File: config.mk
export PLATFORM = sky130hd
export DESIGN_NAME = sorted_keyed_record_table_flat
export DESIGN_NICKNAME = d
export VERILOG_FILES = /design/src/hdl/skrt_pkg.sv /design/src/hdl/skrt_req_if.sv /design/src/hdl/skrt_rsp_if.sv /design/src/hdl/skrt_ram.sv /design/src/hdl/skrt_ctrl.sv /design/src/hdl/skrt_datapath.sv /design/src/hdl/sorted_keyed_record_table.sv /design/src/flat_wrapper.sv
export SDC_FILE = /design/constraint.sdc
export NUM_CORES = 1
export LEC_CHECK = 0
export BUFFER_PORTS_ARGS = -buffer_cell sky130_fd_sc_hd__buf_4
export CORE_MARGIN = 2
export CORE_UTILIZATION = 50
export DETAILED_ROUTE_END_ITERATION = 10
export PLACE_DENSITY = 0.69
export SLEW_MARGIN = 20
export SYNTH_ARGS = -nofsm -noshare
export SYNTH_HDL_FRONTEND = slang
export SYNTH_HIERARCHICAL = 1
export SYNTH_SLANG_ARGS = --single-unit
File: constraint.sdc
create_clock -name clk -period 7.7 [get_ports clk]
set_input_delay 0.77 -clock clk [delete_from_list [all_inputs] [get_ports clk]]
set_output_delay 0.77 -clock clk [all_outputs]
set_load 0.02 [all_outputs]
File: src/hdl/skrt_pkg.sv
`default_nettype none
// ----------------------------------------------------------------------------
// skrt_pkg - shared types and constants for the sorted keyed record table
// Field widths, operation and status codes, controller/datapath structs.
// ----------------------------------------------------------------------------
package skrt_pkg;

    localparam int ENTRIES_DEF  = 16;
    localparam int KEY_BITS_DEF = 16;

    localparam int FUNC_W   = 3;
    localparam int KEY_W    = 16;
    localparam int QTY_W    = 32;
    localparam int STATUS_W = 2;

    localparam logic [FUNC_W-1:0] FN_INSERT = 3'd0;
    localparam logic [FUNC_W-1:0] FN_LOOKUP = 3'd1;
    localparam logic [FUNC_W-1:0] FN_UPDATE = 3'd2;
    localparam logic [FUNC_W-1:0] FN_ERASE  = 3'd3;
    localparam logic [FUNC_W-1:0] FN_LIST   = 3'd4;

    localparam logic [QTY_W-1:0] QTY_MAX = 32'h7FFF_FFFF;
    localparam logic [QTY_W-1:0] QTY_MIN = 32'h8000_0000;

    typedef enum logic [STATUS_W-1:0] {
        ST_OK   = 2'd0,
        ST_MISS = 2'd1,
        ST_DUP  = 2'd2,
        ST_FULL = 2'd3
    } status_t;

    // Which result word the datapath builds
    typedef enum logic [2:0] {
        RES_FULL  = 3'd0,
        RES_DUP   = 3'd1,
        RES_NEW   = 3'd2,
        RES_HIT   = 3'd3,
        RES_MISS  = 3'd4,
        RES_SUM   = 3'd5,
        RES_EMPTY = 3'd6,
        RES_REC   = 3'd7
    } res_sel_t;

    typedef struct packed {
        logic     load;
        logic     scan_step;
        logic     emit;
        res_sel_t res_sel;
        logic     write_sum;
        logic     shup_init;
        logic     shup_step;
        logic     write_new;
        logic     shdn_init;
        logic     shdn_step;
        logic     dec_count;
        logic     list_read;
        logic     list_next;
    } cmd_t;

    typedef struct packed {
        logic [FUNC_W-1:0] func;
        logic              cnt_zero;
        logic              cnt_full;
        logic              pos_at_count;
        logic              rd_pend;
        logic              key_less;
        logic              hit;
        logic              idx_at_pos;
        logic              idx_at_count;
        logic              mv_pend;
        logic              list_last;
        logic              out_free;
    } sts_t;

endpackage
`default_nettype wire

File: src/hdl/skrt_req_if.sv
`default_nettype none
// ----------------------------------------------------------------------------
// skrt_req_if - request channel of the record table
// One word per operation: function code, key and amount.
// ----------------------------------------------------------------------------
interface skrt_req_if;
    import skrt_pkg::*;

    logic                     valid;
    logic                     ready;
    logic [FUNC_W-1:0]        func;
    logic [KEY_W-1:0]         key;
    logic signed [QTY_W-1:0]  amount;

    modport source (output valid, func, key, amount, input ready);
    modport sink   (input valid, func, key, amount, output ready);
endinterface
`default_nettype wire

File: src/hdl/skrt_rsp_if.sv
`default_nettype none
// ----------------------------------------------------------------------------
// skrt_rsp_if - response channel of the record table
// One word per result: status, key, quantity and last flag.
// ----------------------------------------------------------------------------
interface skrt_rsp_if;
    import skrt_pkg::*;

    logic                     valid;
    logic                     ready;
    logic [STATUS_W-1:0]      status;
    logic [KEY_W-1:0]         found_key;
    logic signed [QTY_W-1:0]  quantity;
    logic                     last;

    modport source (output valid, status, found_key, quantity, last, input ready);
    modport sink   (input valid, status, found_key, quantity, last, output ready);
endinterface
`default_nettype wire

File: src/hdl/skrt_ram.sv
`default_nettype none
// ----------------------------------------------------------------------------
// skrt_ram - generic single-write, single-read RAM
// One write port and one read port with registered, enabled read data.
// ----------------------------------------------------------------------------
module skrt_ram #(
    parameter int WIDTH = 8,
    parameter int DEPTH = 16,
    localparam int AW   = $clog2(DEPTH)
) (
    input  wire logic             clk,
    input  wire logic             wr_en,
    input  wire logic [AW-1:0]    wr_addr,
    input  wire logic [WIDTH-1:0] wr_data,
    input  wire logic             rd_en,
    input  wire logic [AW-1:0]    rd_addr,
    output logic      [WIDTH-1:0] rd_data
);

    logic [WIDTH-1:0] mem [DEPTH];
    logic [WIDTH-1:0] rd_data_reg;

    always_ff @(posedge clk)
    begin
        if (wr_en)
        begin
            mem[wr_addr] <= wr_data;
        end
        if (rd_en)
        begin
            rd_data_reg <= mem[rd_addr];
        end
    end

    assign rd_data = rd_data_reg;

endmodule
`default_nettype wire

File: src/hdl/skrt_ctrl.sv
`default_nettype none
// ----------------------------------------------------------------------------
// skrt_ctrl - operation sequencer of the record table
// Steps scan, decision, shift and list phases; issues datapath commands.
// ----------------------------------------------------------------------------
module skrt_ctrl (
    input  wire logic          clk,
    input  wire logic          rst_n,
    input  wire logic          in_valid,
    output logic               in_ready,
    input  wire skrt_pkg::sts_t sts,
    output skrt_pkg::cmd_t      cmd
);
    import skrt_pkg::*;

    typedef enum logic [6:0] {
        S_IDLE     = 7'b0000001,
        S_SCAN     = 7'b0000010,
        S_DECIDE   = 7'b0000100,
        S_SHUP     = 7'b0001000,
        S_SHDN     = 7'b0010000,
        S_LIST_RD  = 7'b0100000,
        S_LIST_OUT = 7'b1000000
    } state_t;

    state_t state_reg;
    state_t state_next;

    always_comb
    begin
        cmd        = '0;
        state_next = state_reg;
        in_ready   = (state_reg == S_IDLE);
        case (state_reg)
            S_IDLE:
            begin
                if (in_valid)
                begin
                    cmd.load   = 1'b1;
                    state_next = S_SCAN;
                end
            end
            S_SCAN:
            begin
                if (sts.func == FN_LIST)
                begin
                    state_next = S_LIST_RD;
                end
                else
                begin
                    cmd.scan_step = 1'b1;
                    // stop at the first record whose key is not below the target
                    if (sts.pos_at_count || (sts.rd_pend && !sts.key_less))
                    begin
                        state_next = S_DECIDE;
                    end
                end
            end
            S_DECIDE:
            begin
                if (sts.out_free)
                begin
                    cmd.emit   = 1'b1;
                    state_next = S_IDLE;
                    case (sts.func)
                        FN_INSERT:
                        begin
                            if (sts.cnt_full)
                            begin
                                cmd.res_sel = RES_FULL;
                            end
                            else if (sts.hit)
                            begin
                                cmd.res_sel = RES_DUP;
                            end
                            else
                            begin
                                cmd.res_sel   = RES_NEW;
                                cmd.shup_init = 1'b1;
                                state_next    = S_SHUP;
                            end
                        end
                        FN_LOOKUP:
                        begin
                            cmd.res_sel = sts.hit ? RES_HIT : RES_MISS;
                        end
                        FN_UPDATE:
                        begin
                            cmd.res_sel   = sts.hit ? RES_SUM : RES_MISS;
                            cmd.write_sum = sts.hit;
                        end
                        FN_ERASE:
                        begin
                            if (sts.hit)
                            begin
                                cmd.res_sel   = RES_HIT;
                                cmd.shdn_init = 1'b1;
                                state_next    = S_SHDN;
                            end
                            else
                            begin
                                cmd.res_sel = RES_MISS;
                            end
                        end
                        FN_LIST:
                        begin
                            cmd.res_sel = RES_EMPTY;
                        end
                        default:
                        begin
                            cmd.res_sel = RES_MISS;
                        end
                    endcase
                end
            end
            S_SHUP:
            begin
                if (sts.idx_at_pos && !sts.mv_pend)
                begin
                    cmd.write_new = 1'b1;
                    state_next    = S_IDLE;
                end
                else
                begin
                    cmd.shup_step = 1'b1;
                end
            end
            S_SHDN:
            begin
                if (sts.idx_at_count && !sts.mv_pend)
                begin
                    cmd.dec_count = 1'b1;
                    state_next    = S_IDLE;
                end
                else
                begin
                    cmd.shdn_step = 1'b1;
                end
            end
            S_LIST_RD:
            begin
                if (sts.cnt_zero)
                begin
                    state_next = S_DECIDE;
                end
                else
                begin
                    cmd.list_read = 1'b1;
                    state_next    = S_LIST_OUT;
                end
            end
            S_LIST_OUT:
            begin
                if (sts.out_free)
                begin
                    cmd.emit      = 1'b1;
                    cmd.res_sel   = RES_REC;
                    cmd.list_next = 1'b1;
                    state_next    = sts.list_last ? S_IDLE : S_LIST_RD;
                end
            end
            default:
            begin
                state_next = S_IDLE;
            end
        endcase
    end

    always_ff @(posedge clk or negedge rst_n)
    begin
        if (!rst_n)
        begin
            state_reg <= S_IDLE;
        end
        else
        begin
            state_reg <= state_next;
        end
    end

`ifndef SYNTH
    a_accept_leaves_idle: assert property (@(posedge clk) disable iff (!rst_n)
        (in_valid && in_ready) |=> (state_reg != S_IDLE))
        else $error("accepted word did not start an operation");

    a_emit_phase: assert property (@(posedge clk) disable iff (!rst_n)
        cmd.emit |-> (state_reg == S_DECIDE || state_reg == S_LIST_OUT))
        else $error("result issued outside decision or list phase");

    a_new_after_moves: assert property (@(posedge clk) disable iff (!rst_n)
        cmd.write_new |-> (!sts.mv_pend && sts.idx_at_pos))
        else $error("new record written before shift completed");
`endif

endmodule
`default_nettype wire

File: src/hdl/skrt_datapath.sv
`default_nettype none
// ----------------------------------------------------------------------------
// skrt_datapath - record store, pointers and result register
// Holds the sorted record RAM, scan and shift pointers, and the output word.
// ----------------------------------------------------------------------------
module skrt_datapath #(
    parameter int ENTRIES  = skrt_pkg::ENTRIES_DEF,
    parameter int KEY_BITS = skrt_pkg::KEY_BITS_DEF
) (
    input  wire logic                                clk,
    input  wire logic                                rst_n,
    input  wire skrt_pkg::cmd_t                      cmd,
    output skrt_pkg::sts_t                           sts,
    input  wire logic [skrt_pkg::FUNC_W-1:0]         func,
    input  wire logic [skrt_pkg::KEY_W-1:0]          key,
    input  wire logic signed [skrt_pkg::QTY_W-1:0]   amount,
    skrt_rsp_if.source                               rsp
);
    import skrt_pkg::*;

    localparam int AW = $clog2(ENTRIES);
    localparam int CW = $clog2(ENTRIES + 1);
    localparam int DW = KEY_BITS + QTY_W;

    logic [FUNC_W-1:0]   func_reg,   func_next;
    logic [KEY_BITS-1:0] key_reg,    key_next;
    logic [QTY_W-1:0]    amount_reg, amount_next;
    logic [CW-1:0]       count_reg,  count_next;
    logic [CW-1:0]       idx_reg,    idx_next;
    logic [CW-1:0]       pos_reg,    pos_next;
    logic [AW-1:0]       wdst_reg,   wdst_next;
    logic                rd_pend_reg, rd_pend_next;
    logic                mv_pend_reg, mv_pend_next;
    logic                hit_reg,    hit_next;
    logic [QTY_W-1:0]    hitq_reg,   hitq_next;

    logic                out_valid_reg,  out_valid_next;
    status_t             out_status_reg, out_status_next;
    logic [KEY_W-1:0]    out_key_reg,    out_key_next;
    logic [QTY_W-1:0]    out_qty_reg,    out_qty_next;
    logic                out_last_reg,   out_last_next;

    logic          ram_wr_en;
    logic [AW-1:0] ram_wr_addr;
    logic [DW-1:0] ram_wr_data;
    logic          ram_rd_en;
    logic [AW-1:0] ram_rd_addr;
    logic [DW-1:0] rd_data;

    logic [KEY_BITS-1:0] rd_key;
    logic [QTY_W-1:0]    rd_qty;
    logic                key_less;
    logic                key_eq;
    logic [QTY_W:0]      sum_wide;
    logic [QTY_W-1:0]    sum_sat;
    logic [CW-1:0]       idx_inc;
    logic [CW-1:0]       idx_dec;
    logic                out_free;
    logic                list_last;

    skrt_ram #(
        .WIDTH (DW),
        .DEPTH (ENTRIES)
    ) u_ram (
        .clk     (clk),
        .wr_en   (ram_wr_en),
        .wr_addr (ram_wr_addr),
        .wr_data (ram_wr_data),
        .rd_en   (ram_rd_en),
        .rd_addr (ram_rd_addr),
        .rd_data (rd_data)
    );

    assign rd_key   = rd_data[DW-1 -: KEY_BITS];
    assign rd_qty   = rd_data[QTY_W-1:0];
    assign key_less = (rd_key < key_reg);
    assign key_eq   = (rd_key == key_reg);
    assign idx_inc  = idx_reg + 1'b1;
    assign idx_dec  = idx_reg - 1'b1;
    assign out_free = !out_valid_reg || rsp.ready;
    assign list_last = (idx_inc == count_reg);

    // saturate on signed overflow of the 32-bit sum
    assign sum_wide = {hitq_reg[QTY_W-1], hitq_reg} + {amount_reg[QTY_W-1], amount_reg};
    assign sum_sat  = (sum_wide[QTY_W] != sum_wide[QTY_W-1])
                    ? (sum_wide[QTY_W] ? QTY_MIN : QTY_MAX)
                    : sum_wide[QTY_W-1:0];

    always_comb
    begin
        func_next       = func_reg;
        key_next        = key_reg;
        amount_next     = amount_reg;
        count_next      = count_reg;
        idx_next        = idx_reg;
        pos_next        = pos_reg;
        wdst_next       = wdst_reg;
        rd_pend_next    = rd_pend_reg;
        mv_pend_next    = mv_pend_reg;
        hit_next        = hit_reg;
        hitq_next       = hitq_reg;
        out_valid_next  = out_valid_reg;
        out_status_next = out_status_reg;
        out_key_next    = out_key_reg;
        out_qty_next    = out_qty_reg;
        out_last_next   = out_last_reg;
        ram_wr_en       = 1'b0;
        ram_wr_addr     = wdst_reg;
        ram_wr_data     = rd_data;
        ram_rd_en       = 1'b0;
        ram_rd_addr     = idx_reg[AW-1:0];

        if (cmd.load)
        begin
            func_next    = func;
            key_next     = KEY_BITS'(key);
            amount_next  = amount;
            idx_next     = '0;
            pos_next     = '0;
            rd_pend_next = 1'b0;
            hit_next     = 1'b0;
        end

        // read one record ahead, compare the one read last cycle
        if (cmd.scan_step)
        begin
            ram_rd_en    = (idx_reg < count_reg);
            rd_pend_next = (idx_reg < count_reg);
            if (idx_reg < count_reg)
            begin
                idx_next = idx_inc;
            end
            if (rd_pend_reg)
            begin
                if (key_less)
                begin
                    pos_next = pos_reg + 1'b1;
                end
                else
                begin
                    hit_next  = key_eq;
                    hitq_next = rd_qty;
                end
            end
        end

        if (cmd.write_sum)
        begin
            ram_wr_en   = 1'b1;
            ram_wr_addr = pos_reg[AW-1:0];
            ram_wr_data = {key_reg, sum_sat};
        end

        if (cmd.shup_init)
        begin
            idx_next     = count_reg;
            mv_pend_next = 1'b0;
        end

        // move records up by one, top first
        if (cmd.shup_step)
        begin
            if (mv_pend_reg)
            begin
                ram_wr_en = 1'b1;
            end
            if (idx_reg != pos_reg)
            begin
                ram_rd_en    = 1'b1;
                ram_rd_addr  = idx_dec[AW-1:0];
                wdst_next    = idx_reg[AW-1:0];
                idx_next     = idx_dec;
                mv_pend_next = 1'b1;
            end
            else
            begin
                mv_pend_next = 1'b0;
            end
        end

        if (cmd.write_new)
        begin
            ram_wr_en   = 1'b1;
            ram_wr_addr = pos_reg[AW-1:0];
            ram_wr_data = {key_reg, amount_reg};
            count_next  = count_reg + 1'b1;
        end

        if (cmd.shdn_init)
        begin
            idx_next     = pos_reg + 1'b1;
            mv_pend_next = 1'b0;
        end

        // move records down by one, bottom first
        if (cmd.shdn_step)
        begin
            if (mv_pend_reg)
            begin
                ram_wr_en = 1'b1;
            end
            if (idx_reg != count_reg)
            begin
                ram_rd_en    = 1'b1;
                ram_rd_addr  = idx_reg[AW-1:0];
                wdst_next    = idx_dec[AW-1:0];
                idx_next     = idx_inc;
                mv_pend_next = 1'b1;
            end
            else
            begin
                mv_pend_next = 1'b0;
            end
        end

        if (cmd.dec_count)
        begin
            count_next = count_reg - 1'b1;
        end

        if (cmd.list_read)
        begin
            ram_rd_en   = 1'b1;
            ram_rd_addr = idx_reg[AW-1:0];
        end

        if (cmd.list_next)
        begin
            idx_next = idx_inc;
        end

        if (cmd.emit)
        begin
            out_valid_next = 1'b1;
            out_key_next   = KEY_W'(key_reg);
            out_last_next  = 1'b1;
            case (cmd.res_sel)
                RES_FULL:
                begin
                    out_status_next = ST_FULL;
                    out_qty_next    = '0;
                end
                RES_DUP:
                begin
                    out_status_next = ST_DUP;
                    out_qty_next    = hitq_reg;
                end
                RES_NEW:
                begin
                    out_status_next = ST_OK;
                    out_qty_next    = amount_reg;
                end
                RES_HIT:
                begin
                    out_status_next = ST_OK;
                    out_qty_next    = hitq_reg;
                end
                RES_SUM:
                begin
                    out_status_next = ST_OK;
                    out_qty_next    = sum_sat;
                end
                RES_EMPTY:
                begin
                    out_status_next = ST_MISS;
                    out_key_next    = '0;
                    out_qty_next    = '0;
                end
                RES_REC:
                begin
                    out_status_next = ST_OK;
                    out_key_next    = KEY_W'(rd_key);
                    out_qty_next    = rd_qty;
                    out_last_next   = list_last;
                end
                default:
                begin
                    out_status_next = ST_MISS;
                    out_qty_next    = '0;
                end
            endcase
        end
        else if (rsp.ready)
        begin
            out_valid_next = 1'b0;
        end
    end

    always_ff @(posedge clk or negedge rst_n)
    begin
        if (!rst_n)
        begin
            count_reg     <= '0;
            rd_pend_reg   <= 1'b0;
            mv_pend_reg   <= 1'b0;
            hit_reg       <= 1'b0;
            out_valid_reg <= 1'b0;
            func_reg      <= FN_INSERT;
            idx_reg       <= '0;
            pos_reg       <= '0;
        end
        else
        begin
            count_reg     <= count_next;
            rd_pend_reg   <= rd_pend_next;
            mv_pend_reg   <= mv_pend_next;
            hit_reg       <= hit_next;
            out_valid_reg <= out_valid_next;
            func_reg      <= func_next;
            idx_reg       <= idx_next;
            pos_reg       <= pos_next;
        end
    end

    always_ff @(posedge clk)
    begin
        key_reg        <= key_next;
        amount_reg     <= amount_next;
        wdst_reg       <= wdst_next;
        hitq_reg       <= hitq_next;
        out_status_reg <= out_status_next;
        out_key_reg    <= out_key_next;
        out_qty_reg    <= out_qty_next;
        out_last_reg   <= out_last_next;
    end

    assign sts.func         = func_reg;
    assign sts.cnt_zero     = (count_reg == '0);
    assign sts.cnt_full     = (count_reg >= CW'(ENTRIES));
    assign sts.pos_at_count = (pos_reg == count_reg);
    assign sts.rd_pend      = rd_pend_reg;
    assign sts.key_less     = key_less;
    assign sts.hit          = hit_reg;
    assign sts.idx_at_pos   = (idx_reg == pos_reg);
    assign sts.idx_at_count = (idx_reg == count_reg);
    assign sts.mv_pend      = mv_pend_reg;
    assign sts.list_last    = list_last;
    assign sts.out_free     = out_free;

    assign rsp.valid     = out_valid_reg;
    assign rsp.status    = out_status_reg;
    assign rsp.found_key = out_key_reg;
    assign rsp.quantity  = out_qty_reg;
    assign rsp.last      = out_last_reg;

`ifndef SYNTH
    a_count_bound: assert property (@(posedge clk) disable iff (!rst_n)
        count_reg <= CW'(ENTRIES))
        else $error("record count beyond table size");

    a_emit_free: assert property (@(posedge clk) disable iff (!rst_n)
        cmd.emit |-> out_free)
        else $error("result overwrote a word not yet taken");

    a_insert_grows: assert property (@(posedge clk) disable iff (!rst_n)
        cmd.write_new |=> (count_reg == CW'($past(count_reg) + 1'b1)))
        else $error("insert did not grow the record count");
`endif

endmodule
`default_nettype wire

File: src/hdl/sorted_keyed_record_table.sv
`default_nettype none
// ----------------------------------------------------------------------------
// sorted_keyed_record_table - sorted key/quantity table with list output
// Insert, lookup, saturating update, erase and ordered listing of records.
// ----------------------------------------------------------------------------
//  channel  dir  word                               handshake
//  req      in   func, key, amount                  valid/ready
//  rsp      out  status, found_key, quantity, last  valid/ready
//
//  The scan reads the sorted RAM one record per cycle. Insert then moves the
//  records at and above the position up, and erase those above it down, one per
//  cycle; list reads each record and then emits it on the single read port.
//  Reset clears the count, pointers and flags; RAM contents are not cleared.
//  A waiting result sits in the output register; the next word is taken
//  while it waits, and the datapath holds whenever a new result finds it full.
// ----------------------------------------------------------------------------
module sorted_keyed_record_table #(
    parameter int ENTRIES  = skrt_pkg::ENTRIES_DEF,
    parameter int KEY_BITS = skrt_pkg::KEY_BITS_DEF
) (
    input  wire logic  clk,
    input  wire logic  rst_n,
    skrt_req_if.sink   req,
    skrt_rsp_if.source rsp
);
    import skrt_pkg::*;

    cmd_t cmd;
    sts_t sts;

    skrt_ctrl u_ctrl (
        .clk      (clk),
        .rst_n    (rst_n),
        .in_valid (req.valid),
        .in_ready (req.ready),
        .sts      (sts),
        .cmd      (cmd)
    );

    skrt_datapath #(
        .ENTRIES  (ENTRIES),
        .KEY_BITS (KEY_BITS)
    ) u_datapath (
        .clk    (clk),
        .rst_n  (rst_n),
        .cmd    (cmd),
        .sts    (sts),
        .func   (req.func),
        .key    (req.key),
        .amount (req.amount),
        .rsp    (rsp)
    );

endmodule
`default_nettype wire
File: src/flat_wrapper.sv
// flat-port wrapper written by rule: the top's interface ports become plain ports
module sorted_keyed_record_table_flat import skrt_pkg::*;
#(
    parameter int ENTRIES  = skrt_pkg::ENTRIES_DEF,
    parameter int KEY_BITS = skrt_pkg::KEY_BITS_DEF
)
  (clk, rst_n, req_valid, req_func, req_key, req_amount, req_ready, rsp_valid, rsp_status, rsp_found_key, rsp_quantity, rsp_last, rsp_ready);
  skrt_req_if req_i ();
  skrt_rsp_if rsp_i ();
  input  wire logic clk;
  input  wire logic rst_n;
  input wire logic [$bits(req_i.valid)-1:0] req_valid;
  input wire logic [$bits(req_i.func)-1:0] req_func;
  input wire logic [$bits(req_i.key)-1:0] req_key;
  input wire logic [$bits(req_i.amount)-1:0] req_amount;
  output wire logic [$bits(req_i.ready)-1:0] req_ready;
  output wire logic [$bits(rsp_i.valid)-1:0] rsp_valid;
  output wire logic [$bits(rsp_i.status)-1:0] rsp_status;
  output wire logic [$bits(rsp_i.found_key)-1:0] rsp_found_key;
  output wire logic [$bits(rsp_i.quantity)-1:0] rsp_quantity;
  output wire logic [$bits(rsp_i.last)-1:0] rsp_last;
  input wire logic [$bits(rsp_i.ready)-1:0] rsp_ready;
  assign req_i.valid = req_valid;
  assign req_i.func = req_func;
  assign req_i.key = req_key;
  assign req_i.amount = req_amount;
  assign req_ready = req_i.ready;
  assign rsp_valid = rsp_i.valid;
  assign rsp_status = rsp_i.status;
  assign rsp_found_key = rsp_i.found_key;
  assign rsp_quantity = rsp_i.quantity;
  assign rsp_last = rsp_i.last;
  assign rsp_i.ready = rsp_ready;
  sorted_keyed_record_table #(.ENTRIES(ENTRIES), .KEY_BITS(KEY_BITS)) u_core (.clk(clk), .rst_n(rst_n), .req(req_i), .rsp(rsp_i));
endmodule
# ---- Word-level counts from Yosys, hierarchy flattened
# Memories as Yosys holds them, arrays and structs flattened. A register that Yosys moved wholly into a read port is not among the register bits.
# Cells that the tools add are included.
# Widths: inputs -> output; s select.
dict set report word_totals {
  output_inout_bits 53
  memories 1
  reg_bits 164
  inputBits 55
  word_cells 186
  mem_bits_rw 768
}
# memory words word_bits read_ports rd_ports_with_merged_regs write_ports line
set memory_table {}
lappend memory_table {u_core.u_datapath.u_ram.mem 16 48 1 1 1 skrt_ram.sv:20} ;# logic [WIDTH-1:0] mem [DEPTH];
dict set report classes {
  magnitude_cmp 3
  bitwise 1
  n_reduce_logical 20
  muxes 107
  addsub 6
  n_eq_ne 31
}
# cell n
set ops {}
lappend ops {{$pmux 32 s4} 1}
lappend ops {{$mux 48} 2}
lappend ops {{$mux 5} 17}
lappend ops {{$mux 32} 2}
lappend ops {{$mux 4} 14}
lappend ops {{$mux 7} 8}
lappend ops {{$mux 1} 49}
lappend ops {{$pmux 7 s7} 1}
lappend ops {{$add 32x32->33} 1}
lappend ops {{$pmux 16 s2} 1}
lappend ops {{$eq 5x5->1} 4}
lappend ops {{$eq 16x16->1} 1}
lappend ops {{$lt 16x16->1} 1}
lappend ops {{$add 5x1->5 const B} 3}
lappend ops {{$eq 3x2->1 const B} 4}
lappend ops {{$eq 3x3->1 const B} 4}
lappend ops {{$mux 6} 2}
lappend ops {{$pmux 3 s4} 1}
lappend ops {{$ne 2x2->1 const B} 5}
lappend ops {{$ne 5x5->1} 2}
lappend ops {{$pmux 5 s2} 1}
lappend ops {{$sub 5x1->5 const B} 2}
lappend ops {{$mux 2} 4}
lappend ops {{$pmux 4 s2} 1}
lappend ops {{other kinds (26)} 37}

# ---- Logic depth before layout (Yosys ltp)
# Gate-level depths: netlist (run 1).
dict set report depth {
  ltp_word 13
  ltp_mapped 19
  depth_no_buf 16
}

# ---- Hierarchy
# The synthesis (run 1) kept the hierarchy.
# module instances area_per_inst_um2 seq_area_each_um2 cells_per_inst
set modules_own_cells {}
lappend modules_own_cells {skrt_ram 1 30171.4 24503.5 1242}
lappend modules_own_cells {skrt_datapath 1 10362.4 4564.4 1084}
lappend modules_own_cells {skrt_ctrl 1 695.7 176.4 84}

# ---- Least setup slack after synthesis (run 1)
# No wires, ideal clock.
dict set report synth_timing {
  path_type {input-to-reg}
  startpoint {in rsp_ready}
  endpoint {mem u_core/u_datapath/u_ram/mem[0][0] (netlist bit), enable pin}
  required_ns 7.187
  setup_time_ns 0.513
  path_buffers 2
  slack_ns 1.186
  path_stages 9
  arrival_time_ns 6.001
  cell_sequence {nand2b_1 -> buf_4 -> nand3_1 -> nor2b_1 -> clkbuf_1 -> nor2_1 -> mux2_2 -> or3b_2 -> nor3_1}
}
# item line
set synth_lines {}
lappend synth_lines {{start: declaration} flat_wrapper.sv:22} ;# input wire logic [$bits(rsp_i.ready)-1:0] rsp_ready;
lappend synth_lines {{end: declaration} skrt_ram.sv:20}

==> run metrics, run 1 <==
drt pass-1 iters=6; postcts setup bufs=0; share of cells above drive strength 1=23.28%; Post-DRT Antenna Nets=0; fraction of registers with async set or reset after synthesis=2.959%; maximum clock rate=181.8 MHz; syn nets=2526; crit path max fanout=26; HP Class=input port to asynchronous set/reset pin; sequential fraction of design power=between 40% and 50%; Die ar.=about 85000 sq um; Clk pwr share=33.1%; CORE AREA=81850 sq um; DRT iter0 DRCs=around 2600; Fill cells=6054; leakage=15.43 nW; Setup violations, final=0; root buf cell=clkbuf_16; final-report hold violation count=0; Clock Path Buffers=3; initial antenna violation count=0; Yosys top cell by area=edfxtp_1; commonest non-fill, non-tap cell in the layout=edfxtp_1; P&R area growth vs syn=13.55%; # resized after CTS=0; synthesized area=41230 sq um; Die Ht=291.2 um; Clk Latency, worst-skew pair=approximately 0.67 ns; dpl hpwl=62670 um; number of I/O pins=around 110; worst-margin pin slew=about 1.1 ns; WP data arrival=approximately 6 ns; Crit Path Class=flip-flop to flip-flop; global-route wire length before repair=152100 um; post-synth top area share=68.97%; switching part of the total=27.53%; syn avg cell area=17.11 sq um; Critical Path Start Type=flip-flop; top cells by area, synth=edfxtp_1 (69%), mux4_2 (10%), a22oi_1 (2.5%); Mapped Cells=2410; IR Drop Worst-Case VDD=0.1959 mV; CTS tree=yes; Yosys cell types=96; clock period minus worst slack=5.501 ns; Inserted Diodes=0; GR Overflow Total=0; dominant synthesized flop cell=edfxtp_1; net switching power=3.818 mW; H-Tree Depth=3; nets=between 2000 and 3000; Final Util=57.20%; gpl congestion=0.8852; max reg flops=768; total global-route track usage=24.00%; Slew Limit Headroom=roughly a quarter; sequential fraction of the synthesis area=a little under three quarters; Clock transition at path regs=0.06 ns; pin count of the biggest net entering global routing=103; routed vias=23266; Pint=10.05 mW; Logic pwr share=21.5%; status=finished clean; vias in the first global route=23423; max_cap viols=0; PortBufs=107; Synth Register Bits=980; wire per inst=roughly 27 um; Initial Util=50.37%; Worst Skew=between 0.02 and 0.03 ns; setup_tns=0 ns; CTS sink cnt=approximately 1000; # DRC=0; cts bufs inserted=98; P per Cell Area=296.2 nW/um^2; CTS Hold Bufs=0; die width=291.2 um; YS warnings=6; endpoint class of the critical path=flip-flop; Final period util=71.44%; EDFF count, synth=947; Via density=between 6 and 7; Site Rows=105; Post-Route WL=between 100000 and 150000 um; most frequent cells in the layout=edfxtp_1 (947), nand2_1 (195), mux4_2 (192), buf_4 (167), a22oi_1 (135); RSZ-0062 raised after global routing=no; max-slew violations=0; Data required, critical path=8.21 ns
critical path: stages (launching register included):
cell     delay (ns)
dfrtp_1        0.67
xor2_1         0.19
nor2_1         0.05
nand4_1        0.15
inv_1          0.08
or2b_2         0.19
or2b_2         0.35
inv_1          0.16
nand2_1        0.38
or3_1          0.58
nor2b_1        0.18
xor2_1         0.49
nor2b_4        0.94
buf_4          0.52
a22oi_1        0.23
nand2_1        0.11
cell usage after synthesis (all sizes together), types with 6 or more instances:
| cell type | instances |
|---|---|
| and3 | 6 |
| a21o | 23 |
| and2 | 9 |
| a31oi | 8 |
| a21oi | 97 |
| clkbuf | 75 |
| buf | 55 |
| xnor2 | 31 |
| nor2 | 108 |
| xor2 | 27 |
| a22oi | 135 |
| o21a | 7 |
| mux2 | 11 |
| dfrtp | 28 |
| inv | 53 |
| mux4 | 192 |
| nor3 | 21 |
| edfxtp | 947 |
| o21ai | 99 |
| nand3 | 32 |
| o221ai | 17 |
| nor2b | 13 |
| a211oi | 19 |
| o211ai | 13 |
| nand4 | 8 |
| ha | 59 |
| nand2b | 15 |
| nor4 | 8 |
| o22ai | 9 |
| a221o | 10 |
| o31ai | 11 |
| nand2 | 200 |
worst paths after layout:
path	start	endpoint	slack, ns	cells past startpoint
min in group clk	req_key[0]	u_core/u_datapath/key_reg[0]	0.28	1
max reg2reg	u_core/u_datapath/idx_reg[2]	u_core/u_datapath/u_ram/rd_data[12]	2.20	15
max	u_core/u_datapath/idx_reg[2]	u_core/u_datapath/u_ram/rd_data[12]	2.20	15
min reg2reg	u_core/u_datapath/wdst_reg[0]	u_core/u_datapath/wdst_reg[0]	0.49	2
min	rst_n	u_core/u_datapath/idx_reg[3]	0.04	1
max in group asynchronous	rst_n	u_core/u_ctrl/state_reg[0]	7.31	1
power by group through the flow:
stage | Clock [mW] | Combinational [mW] | Sequential, mW
detailed placement | 0 | 2.96 | 6.41
finish | 4.59 | 2.98 | 6.30
global placement | 0 | 2.93 | 6.41
floorplan | 0 | 2.25 | 6.38
global route | 4.87 | 3.23 | 6.32
CTS | 4.67 | 2.98 | 6.30
cell type report:
cell class                 instances  area [sq um]  share of cell area [%]
clock buffer                     120          2556                   5.460
clock inverter                    57         529.3                   1.131
inverter                          54         202.7                  0.4330
multi-input combinational       1246         11430                   24.41
sequential                       980         29240                   62.47
tap                             1070          1339                   2.860
timing repair buffer             180          1514                   3.234
cell families after synthesis:
family | synth area share [%]
simple gates | 4.925
buf+inv | 1.994
mux | 10.87
xor+xnor | 1.278
flops | 70.93
fa+ha+maj | 1.888
compound gates | 8.115
metrics by stage:
step	hold WS [ns]	setup slack [ns]	instances	cell area [sq um]	total power [mW]
finish	0.03989	2.199	3707	46810	13.87
detailed placement	0.4715	2.173	3526	43610	9.363
global route	0.05474	1.860	3707	46810	14.42
global placement	0.4692	2.196	3521	43510	9.332
CTS	0.02454	2.141	3703	46690	13.94
floorplan	0.4411	1.186	2410	41230	8.628
per-layer routing:
layer  share of wire, %  global-route usage, %  vias up
li1                   -                      -     9978
met1                 42                  34.89    12069
met2                 47                  37.87     1059
met3                8.2                  3.833      160
met4                2.3                  6.900        0
met5                  0                      0        -
(Power assumes the default switching activity.)
==> inputs of run 2 (changes only) <==
--- a/config.mk
+++ b/config.mk
@@ -5,11 +5,12 @@
 export SDC_FILE = /design/constraint.sdc
 export NUM_CORES = 1
 export LEC_CHECK = 0
+export ABC_AREA = 1
 export BUFFER_PORTS_ARGS = -buffer_cell sky130_fd_sc_hd__buf_4
 export CORE_MARGIN = 2
 export CORE_UTILIZATION = 50
 export DETAILED_ROUTE_END_ITERATION = 10
-export PLACE_DENSITY = 0.69
+export PLACE_DENSITY = 0.72
 export SLEW_MARGIN = 20
 export SYNTH_ARGS = -nofsm -noshare
 export SYNTH_HDL_FRONTEND = slang
==> constraint.sdc (replaced) <==
create_clock -name clk -period 4.56 [get_ports clk]
set_input_delay 0.456 -clock clk [delete_from_list [all_inputs] [get_ports clk]]
set_output_delay 0.456 -clock clk [all_outputs]
set_load 0.02 [all_outputs]
==> run metrics, run 2 <==
Synth Register Bits=980; Final Cell Area=between 50000 and 60000 sq um; Mapped Cells=about 4600; Yosys cell types=a little over 50; die width=about 300 um; # DRC=0; Clock transition at path regs=~0.070 ns; IR Drop Worst-Case VDD=around 0.37 mV; synthesized area=between 40000 and 50000 sq um; clock period minus worst slack=4.129 ns; Critical Path Max Stage Delay=0.46 ns; Post-DRT Antenna Nets=0; Clk Latency, worst-skew pair=~0.7 ns; root buf cell=clkbuf_16; Clk pwr share=32.4%; syn avg cell area=9.944 sq um; CORE AREA=90290 sq um; most frequent cells after synthesis=nand2_1 (1498), edfxtp_1 (947), inv_1 (732), nand3_1 (621), nor2_1 (112); worst r2r dst=u_core/u_datapath/u_ram/rd_data[23]; commonest non-fill, non-tap cell in the layout=nand2_1; final-report hold violation count=0; Die Ht=around 300 um; WP data arrival=4.66 ns; Critical path buffers and inverters=7; DRT iter0 DRCs=3450; Pint=roughly 17 mW; switching part of the total=32.40%; Final period util=90.55%; Yosys top cell by area=edfxtp_1; P&R area growth vs syn=13.94%; initial antenna violation count=2; sequential fraction of the synthesis area=~64%; HP Class=input port to flip-flop; nets=~5000; Via density=between 5 and 6; endpoint class of the critical path=flip-flop; Slew Limit Headroom=between 20% and 30%; worst reg2reg startpoint=u_core/u_datapath/count_reg[4]; critical path, cell by cell=inv_1 -> ha_1 -> nand2_1 -> nor2_1 -> nand2_1 -> inv_1 -> nand2_1 -> nand3_1 -> inv_1 -> inv_1 -> nor2_1 -> nor2_1 -> nand2_1 -> buf_4 -> nand2_1 -> o21ai_4 -> inv_6 -> buf_12 -> nand3_1 -> nand3_1 -> nand3_1 -> nand2_1; P per Cell Area=492.5 nW/um^2; number of I/O pins=around 110; Crit Path Class=flip-flop to flip-flop; Critical Path Start Type=flip-flop; RSZ-0062 raised after global routing=no; total global-route track usage=25.05%; Setup violations, final=0; drt pass-1 iters=7; net switching power=8.319 mW; cell with the most instances after synthesis=nand2_1; path depth of the worst reg2reg path=22; EDFF count, synth=947; pin count of the biggest net entering global routing=138; WHS Path Cells=4; dpl hpwl=a little under 70000 um; Die ar.=93940 sq um; vias in the first global route=between 30000 and 40000; max reg flops=between 700 and 800; share of cells above drive strength 1=9.080%; Critical Path Start=u_core/u_datapath/count_reg[4]; wire per inst=19.71 um; Post-Route WL=around 120000 um; syn nets=4717; Endpoint, Worst Hold=u_core/u_datapath/rsp.valid; max_cap viols=0; Site Rows=110; sequential fraction of design power=between 40% and 50%; CTS tree=yes; maximum clock rate=between 200 and 250 MHz; cell family with most CP delay=simple AND/OR/NAND/NOR gates; Final Util=between 50% and 60%; dominant synthesized flop cell=edfxtp_1; H-Tree Depth=3; most frequent cells in the layout=nand2_1 (1497), edfxtp_1 (947), inv_1 (730), nand3_1 (620), buf_4 (161); GR Overflow Total=0; hold path start=rsp_ready; CTS sink cnt=980; gpl congestion=0.9316; leakage=22.12 nW; # resized after CTS=0; post-synth top area share=slightly above 60%; Worst path slowest cell=buf_12; worst-margin pin slew=1.094 ns; Placement Cell Area=48250 sq um; Initial Util=approximately 50%; routed vias=32440; R2R Setup Slk=0.43 ns; status=finished clean; cts bufs inserted=100; top cells by area, synth=edfxtp_1 (62%), nand2_1 (12%), nand3_1 (6.8%); global-route wire length before repair=roughly 180000 um; Clock Path Buffers=3; YS warnings=6; Logic pwr share=about a quarter; max-slew violations=0; crit path max fanout=88; fraction of registers with async set or reset after synthesis=2.959%; Data required, critical path=5.09 ns; Worst Skew=0.05144 ns; PortBufs=approximately 110; CP most frequent cell=nand2_1
-- run 2: cell types whose count changed in the layout (fill, tap and decap cells not counted), sizes merged, moves of 14 or more --
cell         delta
xnor2          -14
a22oi         -102
nand3         +589
buf            +22
mux4          -192
a21o           -22
nand2        +1310
o221ai         -17
a211oi         -19
inv           +681
a22o           +25
dlygate4sd3    +52
nand2b         -15
-- run 2: how the worst max path moves through the flow --
stage                                          end  cells after the start
2_1_floorplan   u_core/u_datapath/u_ram/mem[11][0]                     13
3_3_place_gp   u_core/u_datapath/u_ram/rd_data[20]                     22
3_5_place_dp   u_core/u_datapath/u_ram/rd_data[33]                     22
4_1_cts        u_core/u_datapath/u_ram/rd_data[23]                     22
5_1_grt        u_core/u_datapath/u_ram/rd_data[23]                     22
6_report       u_core/u_datapath/u_ram/rd_data[23]                     22
-- run 2: worst register-to-register path, cell delays in order, from the launching register on --
cell	delay, ns
dfrtp_1	0.43
inv_1	0.13
ha_1	0.33
nand2_1	0.08
nor2_1	0.14
nand2_1	0.07
inv_1	0.08
nand2_1	0.07
nand3_1	0.14
inv_1	0.08
inv_1	0.07
nor2_1	0.09
nor2_1	0.24
nand2_1	0.20
buf_4	0.22
nand2_1	0.10
o21ai_4	0.10
inv_6	0.39
buf_12	0.49
nand3_1	0.22
nand3_1	0.11
nand3_1	0.08
nand2_1	0.10
-- run 2: layout make-up --
type                            count  area (sq um)
Multi-Input combinational cell   2680         12730
Inverter                          736          2783
Clock inverter                     68         783.3
Tap cell                         1176          1471
Antenna cell                        1         2.502
Fill cell                        7317         38160
Timing Repair Buffer              254          2550
Sequential cell                   980         29240
Clock buffer                      117          2566
-- run 2: routing by layer --
layer  up-vias  part of all wire, %  track usage [%]  wire, um
li1      15351                    -                -         -
met1     15472                   41            33.45     48450
met4         0                  2.8            7.991      3351
met3       228                  8.0            3.453      9501
met5         -                    0                0         0
met2      1389                   48            42.56     57210
-- run 2: power groups by stage --
stage               clock (mW)  combinational (mW)  sequential, mW
floorplan                    0                4.87            10.8
global placement             0                6.48            10.8
detailed placement           0                6.57            10.8
CTS                       8.43                6.65            10.7
global route              8.79                7.42            10.7
finish                    8.32                6.69            10.7
-- run 2: logic make-up (layout without fill, tap and decap cells) --
group	count (synthesis)	in the layout	share of synthesized area (%)
compound gates	279	279	3.785
xor+xnor	38	38	0.7275
fa+ha+maj	61	61	1.701
buf+inv	941	1175	8.779
flops	980	980	63.92
mux	1	1	0.02461
other cells	0	1	0
simple gates	2301	2301	21.06
-- run 2: metrics by stage --
step / TNS (ns) / hold WS (ns) / power (mW) / instances / setup slack, ns
finish: 0 / 0.1483 / 25.67 / 6012 / 0.4309
global route: 0 / 0.1701 / 26.88 / 6011 / 0.09539
CTS: 0 / 0.09663 / 25.73 / 6011 / 0.4803
detailed placement: 0 / 0.4098 / 17.41 / 5774 / 0.5621
global placement: 0 / 0.4170 / 17.31 / 5774 / 0.6933
floorplan: -196.52 / 0.1604 / 15.69 / 4601 / -0.2656
-- run 2: what timing repair did --
| item | CTS | global route |
|---|---|---|
| hold buffers | 52 | 0 |
| setup buffers | 0 | 0 |
| hold endpoints to repair | 80 | 0 |
